==> src/rtl/core/cafu_pkg.sv <==
// Types and op codes shared by the ALU and flags unit.
// No dependencies.
package cafu_pkg;

    typedef enum logic [4:0] {
        OP_ADD   = 5'd0,
        OP_ADC   = 5'd1,
        OP_SUB   = 5'd2,
        OP_SBC   = 5'd3,
        OP_AND   = 5'd4,
        OP_XOR   = 5'd5,
        OP_OR    = 5'd6,
        OP_CP    = 5'd7,
        OP_INC   = 5'd8,
        OP_DEC   = 5'd9,
        OP_RLC   = 5'd10,
        OP_RRC   = 5'd11,
        OP_RL    = 5'd12,
        OP_RR    = 5'd13,
        OP_SLA   = 5'd14,
        OP_SRA   = 5'd15,
        OP_SWAP  = 5'd16,
        OP_SRL   = 5'd17,
        OP_BIT   = 5'd18,
        OP_RES   = 5'd19,
        OP_SET   = 5'd20,
        OP_ADD16 = 5'd21,
        OP_CPL   = 5'd22,
        OP_SCF   = 5'd23,
        OP_CCF   = 5'd24
    } t_alu_op;

    typedef struct packed {
        logic [4:0]  op;
        logic [15:0] lhs;
        logic [15:0] rhs;
        logic [2:0]  bit_index;
        logic        accum_form;
    } t_alu_in;

    typedef struct packed {
        logic [15:0] result;
        logic        writes_back;
        logic        zero_flag;
        logic        subtract_flag;
        logic        half_carry_flag;
        logic        carry_flag;
    } t_alu_out;

    typedef struct packed {
        logic z;
        logic n;
        logic h;
        logic c;
    } t_flags;

endpackage

==> src/rtl/core/cafu_alu.sv <==
// Combinational datapath: one operation on operands and held flags.
// Depends on cafu_pkg.
module cafu_alu (
    input  cafu_pkg::t_alu_in  i_item,
    input  cafu_pkg::t_flags   i_flags,
    output cafu_pkg::t_alu_out o_item
);
    import cafu_pkg::*;

    logic [7:0]  a;
    logic [7:0]  b;
    logic        k_add;
    logic        k_sub;
    logic [8:0]  sum8;
    logic [4:0]  sum4;
    logic [8:0]  dif8;
    logic [4:0]  dif4;
    logic [16:0] sum16;
    logic [12:0] sum12;
    logic [7:0]  bmask;
    logic [15:0] r;
    logic        wb;
    t_flags      f;
    logic        acc_z;

    assign a     = i_item.lhs[7:0];
    assign b     = i_item.rhs[7:0];
    assign k_add = (i_item.op == OP_ADC) ? i_flags.c : 1'b0;
    assign k_sub = (i_item.op == OP_SBC) ? i_flags.c : 1'b0;
    assign sum8  = {1'b0, a} + {1'b0, b} + {8'd0, k_add};
    assign sum4  = {1'b0, a[3:0]} + {1'b0, b[3:0]} + {4'd0, k_add};
    assign dif8  = {1'b0, a} - {1'b0, b} - {8'd0, k_sub};
    assign dif4  = {1'b0, a[3:0]} - {1'b0, b[3:0]} - {4'd0, k_sub};
    assign sum16 = {1'b0, i_item.lhs} + {1'b0, i_item.rhs};
    assign sum12 = {1'b0, i_item.lhs[11:0]} + {1'b0, i_item.rhs[11:0]};
    assign bmask = 8'd1 << i_item.bit_index;
    assign acc_z = i_item.accum_form;

    always_comb begin
        r  = 16'd0;
        wb = 1'b1;
        f  = i_flags;
        case (i_item.op)
            OP_ADD, OP_ADC: begin
                r[7:0] = sum8[7:0];
                f = '{z: (sum8[7:0] == 8'd0), n: 1'b0, h: sum4[4], c: sum8[8]};
            end
            OP_SUB, OP_SBC, OP_CP: begin
                r[7:0] = dif8[7:0];
                f = '{z: (dif8[7:0] == 8'd0), n: 1'b1, h: dif4[4], c: dif8[8]};
                wb = (i_item.op != OP_CP);
            end
            OP_AND: begin
                r[7:0] = a & b;
                f = '{z: ((a & b) == 8'd0), n: 1'b0, h: 1'b1, c: 1'b0};
            end
            OP_XOR: begin
                r[7:0] = a ^ b;
                f = '{z: ((a ^ b) == 8'd0), n: 1'b0, h: 1'b0, c: 1'b0};
            end
            OP_OR: begin
                r[7:0] = a | b;
                f = '{z: ((a | b) == 8'd0), n: 1'b0, h: 1'b0, c: 1'b0};
            end
            OP_INC: begin
                r[7:0] = a + 8'd1;
                f.z = (a == 8'hFF);
                f.n = 1'b0;
                f.h = (a[3:0] == 4'hF);
            end
            OP_DEC: begin
                r[7:0] = a - 8'd1;
                f.z = (a == 8'h01);
                f.n = 1'b1;
                f.h = (a[3:0] == 4'h0);
            end
            OP_RLC: begin
                r[7:0] = {a[6:0], a[7]};
                f = '{z: !acc_z && (a == 8'd0), n: 1'b0, h: 1'b0, c: a[7]};
            end
            OP_RRC: begin
                r[7:0] = {a[0], a[7:1]};
                f = '{z: !acc_z && (a == 8'd0), n: 1'b0, h: 1'b0, c: a[0]};
            end
            OP_RL: begin
                r[7:0] = {a[6:0], i_flags.c};
                f = '{z: !acc_z && ({a[6:0], i_flags.c} == 8'd0), n: 1'b0, h: 1'b0,
                      c: a[7]};
            end
            OP_RR: begin
                r[7:0] = {i_flags.c, a[7:1]};
                f = '{z: !acc_z && ({i_flags.c, a[7:1]} == 8'd0), n: 1'b0, h: 1'b0,
                      c: a[0]};
            end
            OP_SLA: begin
                r[7:0] = {a[6:0], 1'b0};
                f = '{z: (a[6:0] == 7'd0), n: 1'b0, h: 1'b0, c: a[7]};
            end
            OP_SRA: begin
                r[7:0] = {a[7], a[7:1]};
                f = '{z: (a[7:1] == 7'd0), n: 1'b0, h: 1'b0, c: a[0]};
            end
            OP_SRL: begin
                r[7:0] = {1'b0, a[7:1]};
                f = '{z: (a[7:1] == 7'd0), n: 1'b0, h: 1'b0, c: a[0]};
            end
            OP_SWAP: begin
                r[7:0] = {a[3:0], a[7:4]};
                f = '{z: (a == 8'd0), n: 1'b0, h: 1'b0, c: 1'b0};
            end
            OP_BIT: begin
                r[7:0] = a;
                wb = 1'b0;
                f.z = ((a & bmask) == 8'd0);
                f.n = 1'b0;
                f.h = 1'b1;
            end
            OP_RES: begin
                r[7:0] = a & ~bmask;
            end
            OP_SET: begin
                r[7:0] = a | bmask;
            end
            OP_ADD16: begin
                r = sum16[15:0];
                f.n = 1'b0;
                f.h = sum12[12];
                f.c = sum16[16];
            end
            OP_CPL: begin
                r[7:0] = ~a;
                f.n = 1'b1;
                f.h = 1'b1;
            end
            OP_SCF: begin
                wb = 1'b0;
                f.n = 1'b0;
                f.h = 1'b0;
                f.c = 1'b1;
            end
            OP_CCF: begin
                wb = 1'b0;
                f.n = 1'b0;
                f.h = 1'b0;
                f.c = !i_flags.c;
            end
            default: begin
                wb = 1'b0;
            end
        endcase
    end

    assign o_item = '{result: r, writes_back: wb, zero_flag: f.z, subtract_flag: f.n,
                      half_carry_flag: f.h, carry_flag: f.c};

endmodule

==> src/rtl/core/cpu_alu_and_flags_unit.sv <==
// Top level of the 8-bit ALU with its Z/N/H/C flag register.
// Depends on cafu_pkg and cafu_alu.
//
// Input channel: i_in_valid / o_in_stall carry one operation transaction
// (op, lhs, rhs, bit_index, accum_form) in i_in_data.
// Output channel: o_out_valid / i_out_stall carry one result transaction
// (result, writes_back and the four new flags) in o_out_data.
// Every operation gives exactly one result, in order.
// Path: an accepted transaction is held in one input register, then goes
// through the datapath and the flag update into the result register,
// which drives the output.
// Throughput: one transaction per cycle while the receiver does not stall.
// The flag register is written as a transaction moves into the result
// register, so the next operation sees the flags of the one before it
// with no bubble.
// Reset clears both valid bits and the flags to zero.
// When the receiver stalls, the result register holds; one more transaction
// waits in the input register, after which o_in_stall rises.
module cpu_alu_and_flags_unit (
    input  logic               i_clk,
    input  logic               i_rst_n,
    input  logic               i_in_valid,
    output logic               o_in_stall,
    input  cafu_pkg::t_alu_in  i_in_data,
    output logic               o_out_valid,
    input  logic               i_out_stall,
    output cafu_pkg::t_alu_out o_out_data
);
    import cafu_pkg::*;

    logic     r_in_valid;
    logic     n_in_valid;
    t_alu_in  r_in;
    t_alu_in  n_in;
    logic     r_out_valid;
    logic     n_out_valid;
    t_alu_out r_out;
    t_alu_out n_out;
    t_flags   r_flags;
    t_flags   n_flags;
    t_alu_out alu_res;
    logic     out_free;
    logic     advance;
    logic     take;

    cafu_alu u_alu (
        .i_item  (r_in),
        .i_flags (r_flags),
        .o_item  (alu_res)
    );

    assign out_free   = !r_out_valid || !i_out_stall;
    assign advance    = r_in_valid && out_free;
    assign o_in_stall = r_in_valid && !out_free;
    assign take       = i_in_valid && !o_in_stall;

    always_comb begin
        n_in_valid  = r_in_valid;
        n_in        = r_in;
        n_out_valid = r_out_valid;
        n_out       = r_out;
        n_flags     = r_flags;
        if (out_free) begin
            n_out_valid = r_in_valid;
        end
        if (advance) begin
            n_out   = alu_res;
            n_flags = '{z: alu_res.zero_flag, n: alu_res.subtract_flag,
                        h: alu_res.half_carry_flag, c: alu_res.carry_flag};
        end
        if (!o_in_stall) begin
            n_in_valid = i_in_valid;
        end
        if (take) begin
            n_in = i_in_data;
        end
    end

    always_ff @(posedge i_clk) begin
        if (!i_rst_n) begin
            r_in_valid  <= 1'b0;
            r_out_valid <= 1'b0;
            r_flags     <= '0;
        end else begin
            r_in_valid  <= n_in_valid;
            r_out_valid <= n_out_valid;
            r_flags     <= n_flags;
        end
    end

    always_ff @(posedge i_clk) begin
        r_in  <= n_in;
        r_out <= n_out;
    end

    assign o_out_valid = r_out_valid;
    assign o_out_data  = r_out;

endmodule

==> config.mk <==
export PLATFORM = sky130hd
export DESIGN_NAME = cpu_alu_and_flags_unit
export DESIGN_NICKNAME = d
export VERILOG_FILES = /design/src/rtl/core/cafu_pkg.sv /design/src/rtl/core/cafu_alu.sv /design/src/rtl/core/cpu_alu_and_flags_unit.sv
export SDC_FILE = /design/constraint.sdc
export NUM_CORES = 1
export LEC_CHECK = 0
export BUFFER_PORTS_ARGS = -buffer_cell sky130_fd_sc_hd__buf_2
export CELL_PAD_IN_SITES_DETAIL_PLACEMENT = 1
export CELL_PAD_IN_SITES_GLOBAL_PLACEMENT = 2
export CORE_ASPECT_RATIO = 2
export CORE_MARGIN = 5
export CORE_UTILIZATION = 33
export DETAILED_ROUTE_END_ITERATION = 16
export PLACE_DENSITY = 0.86
export REMOVE_ABC_BUFFERS = 1
export SKIP_CTS_REPAIR_TIMING = 1
export SYNTH_ARGS = -nofsm -noshare
export SYNTH_HDL_FRONTEND = slang
export SYNTH_SLANG_ARGS = --single-unit
==> constraint.sdc <==
create_clock -name i_clk -period 3.1 [get_ports i_clk]
set_input_delay 0.155 -clock i_clk [delete_from_list [all_inputs] [get_ports i_clk]]
set_output_delay 0.155 -clock i_clk [all_outputs]
set_load 0.1 [all_outputs]
# Yosys cells after proc, flatten, opt, wreduce, memory -nomap -nowiden
# Index checks and enable logic that the tools add are counted.
# word_totals
regBits	68
inputBits	45
wordCells	110
# op_classes
add_sub_neg	12
n_eq_ne	28
shifts	1
n_mux	7
bitwise_logic	8
n_reduce_logical	36
# op_table
op	count
$pmux W8 S20	1
$logic_not A8 Y1	9
$eq A5 B5 Y1 const B	9
$eq A5 B4 Y1 const B	8
$and A8 B8 Y8	3
$eq A5 B3 Y1 const B	4
$reduce_or A19 Y1	1
$add A16 B16 Y17	1
$not A8 Y8	2
$or A8 B8 Y8	2
$pmux W2 S8	1
$logic_not A7 Y1	2
$pmux W1 S14	1
$add A12 B12 Y13	1
$reduce_or A12 Y1	1
$eq A5 B2 Y1 const B	2
$add A8 B8 Y9	1
$add A9 B1 Y9	1
$sub A8 B8 Y9	1
$sub A9 B1 Y9	1
$add A8 B1 Y8 const B	1
$eq A8 B1 Y1 const B	1
$eq A8 B8 Y1 const B	1
$pmux W1 S8	1
20 further kinds	36

# Logic depth before layout (Yosys ltp)
# depth
ltp_word	6
ltp_mapped	15
depth_no_buf	12

# Modules after synthesis
# A second synthesis with hierarchy kept.
# hier_totals
hier_cells	611
area_unflattened_um2	5614.1
# by_module_without_submodules
module	n_inst	cells_each	area_per_inst_um2
cafu_alu	1	524	3505.9
cpu_alu_and_flags_unit	1	87	2108.3

# Worst setup path after synthesis
# No wires, ideal clock.
# synth_path
path_type	flip-flop to flip-flop
startpoint	register r_out_valid (netlist: o_out_valid)
endpoint	register r_in[0] (netlist bit), enable pin
arrival_time_ns	3.348
setup_slack_ns	-0.691
path_stages_with_launch	3
path_buffers	0
synth_period_minus_slack_ns	3.791
path_cell_list	dfxtp_1 > and3_1 > nor2b_1
# synth_via
elab_chain_len	6
# synth_rtl
element	line_no	source
start, declared	cpu_alu_and_flags_unit.sv:35	logic r_out_valid;
start signal, assigned	cpu_alu_and_flags_unit.sv:86	r_out_valid <= n_out_valid;
$logic_not A1 Y1	cpu_alu_and_flags_unit.sv:52	assign out_free = !r_out_valid || !i_out_stall;
$logic_or A1 B1 Y1	cpu_alu_and_flags_unit.sv:52	
$logic_not A1 Y1	cpu_alu_and_flags_unit.sv:54	assign o_in_stall = r_in_valid && !out_free;
$logic_and A1 B1 Y1	cpu_alu_and_flags_unit.sv:54	
via o_in_stall	cpu_alu_and_flags_unit.sv:23	output logic o_in_stall,
$logic_not A1 Y1	--	
$logic_and A1 B1 Y1	cpu_alu_and_flags_unit.sv:55	assign take = i_in_valid && !o_in_stall;
via take	cpu_alu_and_flags_unit.sv:44	logic take;
end signal, assigned	cpu_alu_and_flags_unit.sv:92	r_in <= n_in;
end, declared	cpu_alu_and_flags_unit.sv:33	t_alu_in r_in;
# The timed path passes the listed nets, and every way through them passes these cells.
# A chain may end at the register's enable or synchronous reset.

==> impl_metrics.env <==
export IMPL_status="complete, no violations"
export IMPL_start_util_pct=33.46
export IMPL_vias=5822
export IMPL_clk_latency_ns=0.35
export IMPL_area_delta_synth_final_pct=35.28
export IMPL_period_needed_ns=3.087
export IMPL_cts_max_path_buffers=2
export IMPL_antenna_cells=0
export IMPL_final_nets=867
export IMPL_setup_violations_final=0
export IMPL_yosysUniqueCellTypes=74
export IMPL_p_leak_uw=0.003035
export IMPL_num_rows=67
export IMPL_p_int_uw=2257
export IMPL_syn_inst=614
export IMPL_critPathKind="flip-flop to flip-flop"
export IMPL_groute_usage_overall_pct=24.19
export IMPL_grt_max_degree=42
export IMPL_fmax_mhz=323.9
export IMPL_antenna_found_initial=0
export IMPL_grt_pass1_vias=6195
export IMPL_postRouteAntennaNets=0
export IMPL_die_area_sq_um=19770
export IMPL_synth_avg_cell_area_sq_um=9.091
export IMPL_p_sw_share_pct=33.55
export IMPL_regArea_sq_um=1982
export IMPL_seq_area_frac_synth_pct=35.51
export IMPL_r2r_setup_slack_ns=0.01
export IMPL_seqPwrFrac_pct=32.5
export IMPL_wl_per_cell_microns=24.47
export IMPL_worst_path_max_fanout=4
export IMPL_core_area_sq_um=16680
export IMPL_drive_gt1_share_pct=25.90
export IMPL_synth_edf_count=62
export IMPL_drc_errors=0
export IMPL_syn_area_sq_um=5582
export IMPL_fin_ws_ns=0.01255
export IMPL_reg2regPathDepth=12
export IMPL_htree_levels=3
export IMPL_critPathLaunchType="flip-flop"
export IMPL_required_ns=3.30
export IMPL_place_ws_ns=-0.6134
export IMPL_gr_total_overflow=0
export IMPL_slew_viol_final=0
export IMPL_dpl_hpwl_mm=18.99
export IMPL_min_path_cells=1
export IMPL_root_buffer="clkbuf_16"
export IMPL_firstDrtPassIters=5
export IMPL_power_frac_clock_pct=35.4
export IMPL_cts_tree="yes"
export IMPL_worstMarginPinSlew_ns=0.9324
export IMPL_endpoint_kind="flip-flop"
export IMPL_ys_seq_elements=68
export IMPL_yosys_warnings=0
export IMPL_slew_limit_headroom_pct=37.28
export IMPL_hp_class="input port to flip-flop"
export IMPL_maxCapViolations=0
export IMPL_combPwrFrac_pct=32.1
export IMPL_place_congestion=0.9733
export IMPL_rr_endpoint="o_out_data[3]"
export IMPL_synthFlopType="edfxtp_1"
export IMPL_hold_viol=0
export IMPL_placed_cells=928
export IMPL_multi_input_comb_area_sq_um=3480
export IMPL_dr_first_iter_drc_count=303
export IMPL_cp_arrival_ns=3.29
export IMPL_peakVddDrop_v=0.0003613
export IMPL_hold_ws_ns=0.009328
export IMPL_fp_dieW_microns=102.0
export IMPL_grt_pass1_wl_mm=35.60
export IMPL_via_per_inst=5.899
export IMPL_cts_made_buffers=9
export IMPL_clock_sinks=68
export IMPL_io_buffer_count=67
export IMPL_crit_path_end="o_out_data[3]"
export IMPL_finClkSkew_ns=0.01666
export IMPL_rsz0062_at_grt="yes"
export IMPL_switchingPower_uw=1139
export IMPL_die_h_microns=193.9
export IMPL_finalCritPeriodShare_pct=99.60
export IMPL_fin_cells=987
export IMPL_power_density_nw_per_um2=449.8
export IMPL_regToRegStartpoint="r_in[40]"
export IMPL_routed_wl_mm=24.16
export IMPL_final_area_sq_um=7551
export IMPL_postPlaceCellArea_sq_um=6580
export IMPL_ios=68
export IMPL_startpoint="r_in[40]"
export IMPL_fillers=1927
export IMPL_clk_pin_slew_ns=0.06
export IMPL_synthArstFlopShare_pct=0
[state kept, by name, summed over array words and instances, names as in the netlist]
name / flops
r_in_valid: 1
r_in: 41
r_flags: 4
o_out_valid: 1
o_out_data: 21
[worst min path at each step]
stage	to	startpoint
2_1_floorplan	r_in[0]	i_in_data[0]
3_3_place_gp	r_in[21]	i_in_data[21]
3_5_place_dp	r_in[21]	i_in_data[21]
4_1_cts	r_in[34]	i_in_data[34]
5_1_grt	r_in[20]	i_in_data[20]
6_report	r_in[20]	i_in_data[20]
[logic make-up (layout without fill, tap and decap cells)]
kind of cell / Yosys count / count (layout) / synth area share, %
and+or+nand+nor: 208 / 208 / 19.97
AOI/OAI and AO/OA: 185 / 185 / 22.69
buffers and inverters: 76 / 242 / 5.851
DFF: 68 / 68 / 35.51
adders and majority gates: 47 / 47 / 11.21
xor gates and xnor gates: 27 / 27 / 4.237
muxes: 3 / 3 / 0.5380
[routing by layer]
metal / vias up / share of wire [%] / track usage [%] / wire, microns
li1: 2636 / - / - / -
met1: 2876 / 33 / 22.74 / 7870
met2: 208 / 54 / 43.81 / 13060
met3: 102 / 3.7 / 3.601 / 895
met4: 0 / 9.7 / 20.00 / 2334
met5: - / 0 / 0 / 0
[worst max-delay path: stages, from the launching register on]
cell	delay, ns
edfxtp_1	0.46
nor2b_1	0.14
nand4_1	0.20
fa_2	0.69
inv_2	0.06
ha_4	0.16
o21ai_4	0.18
nand2_2	0.10
xnor2_2	0.22
nand3_2	0.13
nor4b_4	0.40
a211oi_4	0.10
a21oi_2	0.12
[cells in the mapped netlist, types with 5 or more instances]
cell type	n	area, sq um
xnor2_1	21	183.9
o2111ai_1	5	43.79
o21ai_0	33	165.2
nand4_1	10	62.56
nand3_1	17	85.08
o211ai_1	7	52.55
a31oi_1	7	43.79
inv_1	39	146.4
a21oi_1	42	210.2
o21a_1	5	37.54
o221ai_1	5	43.79
a221oi_1	10	87.58
ha_1	42	525.5
fa_1	5	100.1
and3_1	7	43.79
nor4_1	6	37.54
o22ai_1	11	68.82
edfxtp_1	62	1862
nand2_1	45	168.9
a22oi_1	5	37.54
nor3_1	14	70.07
dfxtp_1	6	120.1
nor3b_1	7	52.55
a21o_1	9	67.56
or3_1	6	37.54
nor2_1	49	183.9
buf_2	16	80.08
nand2b_1	6	37.54
nor2b_1	15	93.84
clkbuf_1	16	60.06
xor2_1	6	52.55
[area by class of cell]
class,count,area share (%)
repair buffers,186,17.56
clock inverters,3,0.6297
multi-input cells,470,46.08
flip-flops and latches,68,26.25
inverters,40,2.022
well taps,207,3.430
clock buffers,13,4.027
[metrics by stage]
| step | util, % | power, uW | setup TNS [ns] |
|---|---|---|---|
| after floorplan | - | 1705 | -28.69 |
| after global placement | 39.44 | 2067 | -1.047 |
| after detailed placement | 39.44 | 2087 | -1.833 |
| after CTS | 41.55 | 3298 | -2.012 |
| after global routing | 45.26 | 3526 | -0.4133 |
| final | 45.26 | 3396 | 0 |
[power groups by stage]
stage               Combinational [uW]  Sequential, uW  Clock, uW
global placement                   949            1120          0
CTS                                970            1100       1220
finish                            1090            1100       1200
detailed placement                 964            1120          0
floorplan                          435            1270          0
global route                      1150            1110       1260
[cells in the final DEF, fill, tap and decap left out, types with 12 or more instances in the layout]
cell type	count
edfxtp_1	62
a21oi_1	39
nor3_1	14
xnor2_1	19
o21ai_0	29
nand2_1	44
buf_4	80
clkbuf_16	12
nor2b_1	14
inv_1	38
dlygate4sd3_1	39
ha_1	40
buf_2	67
nor2_1	47
nand3_1	16
No activity file was read; power rests on OpenSTA's default activity.
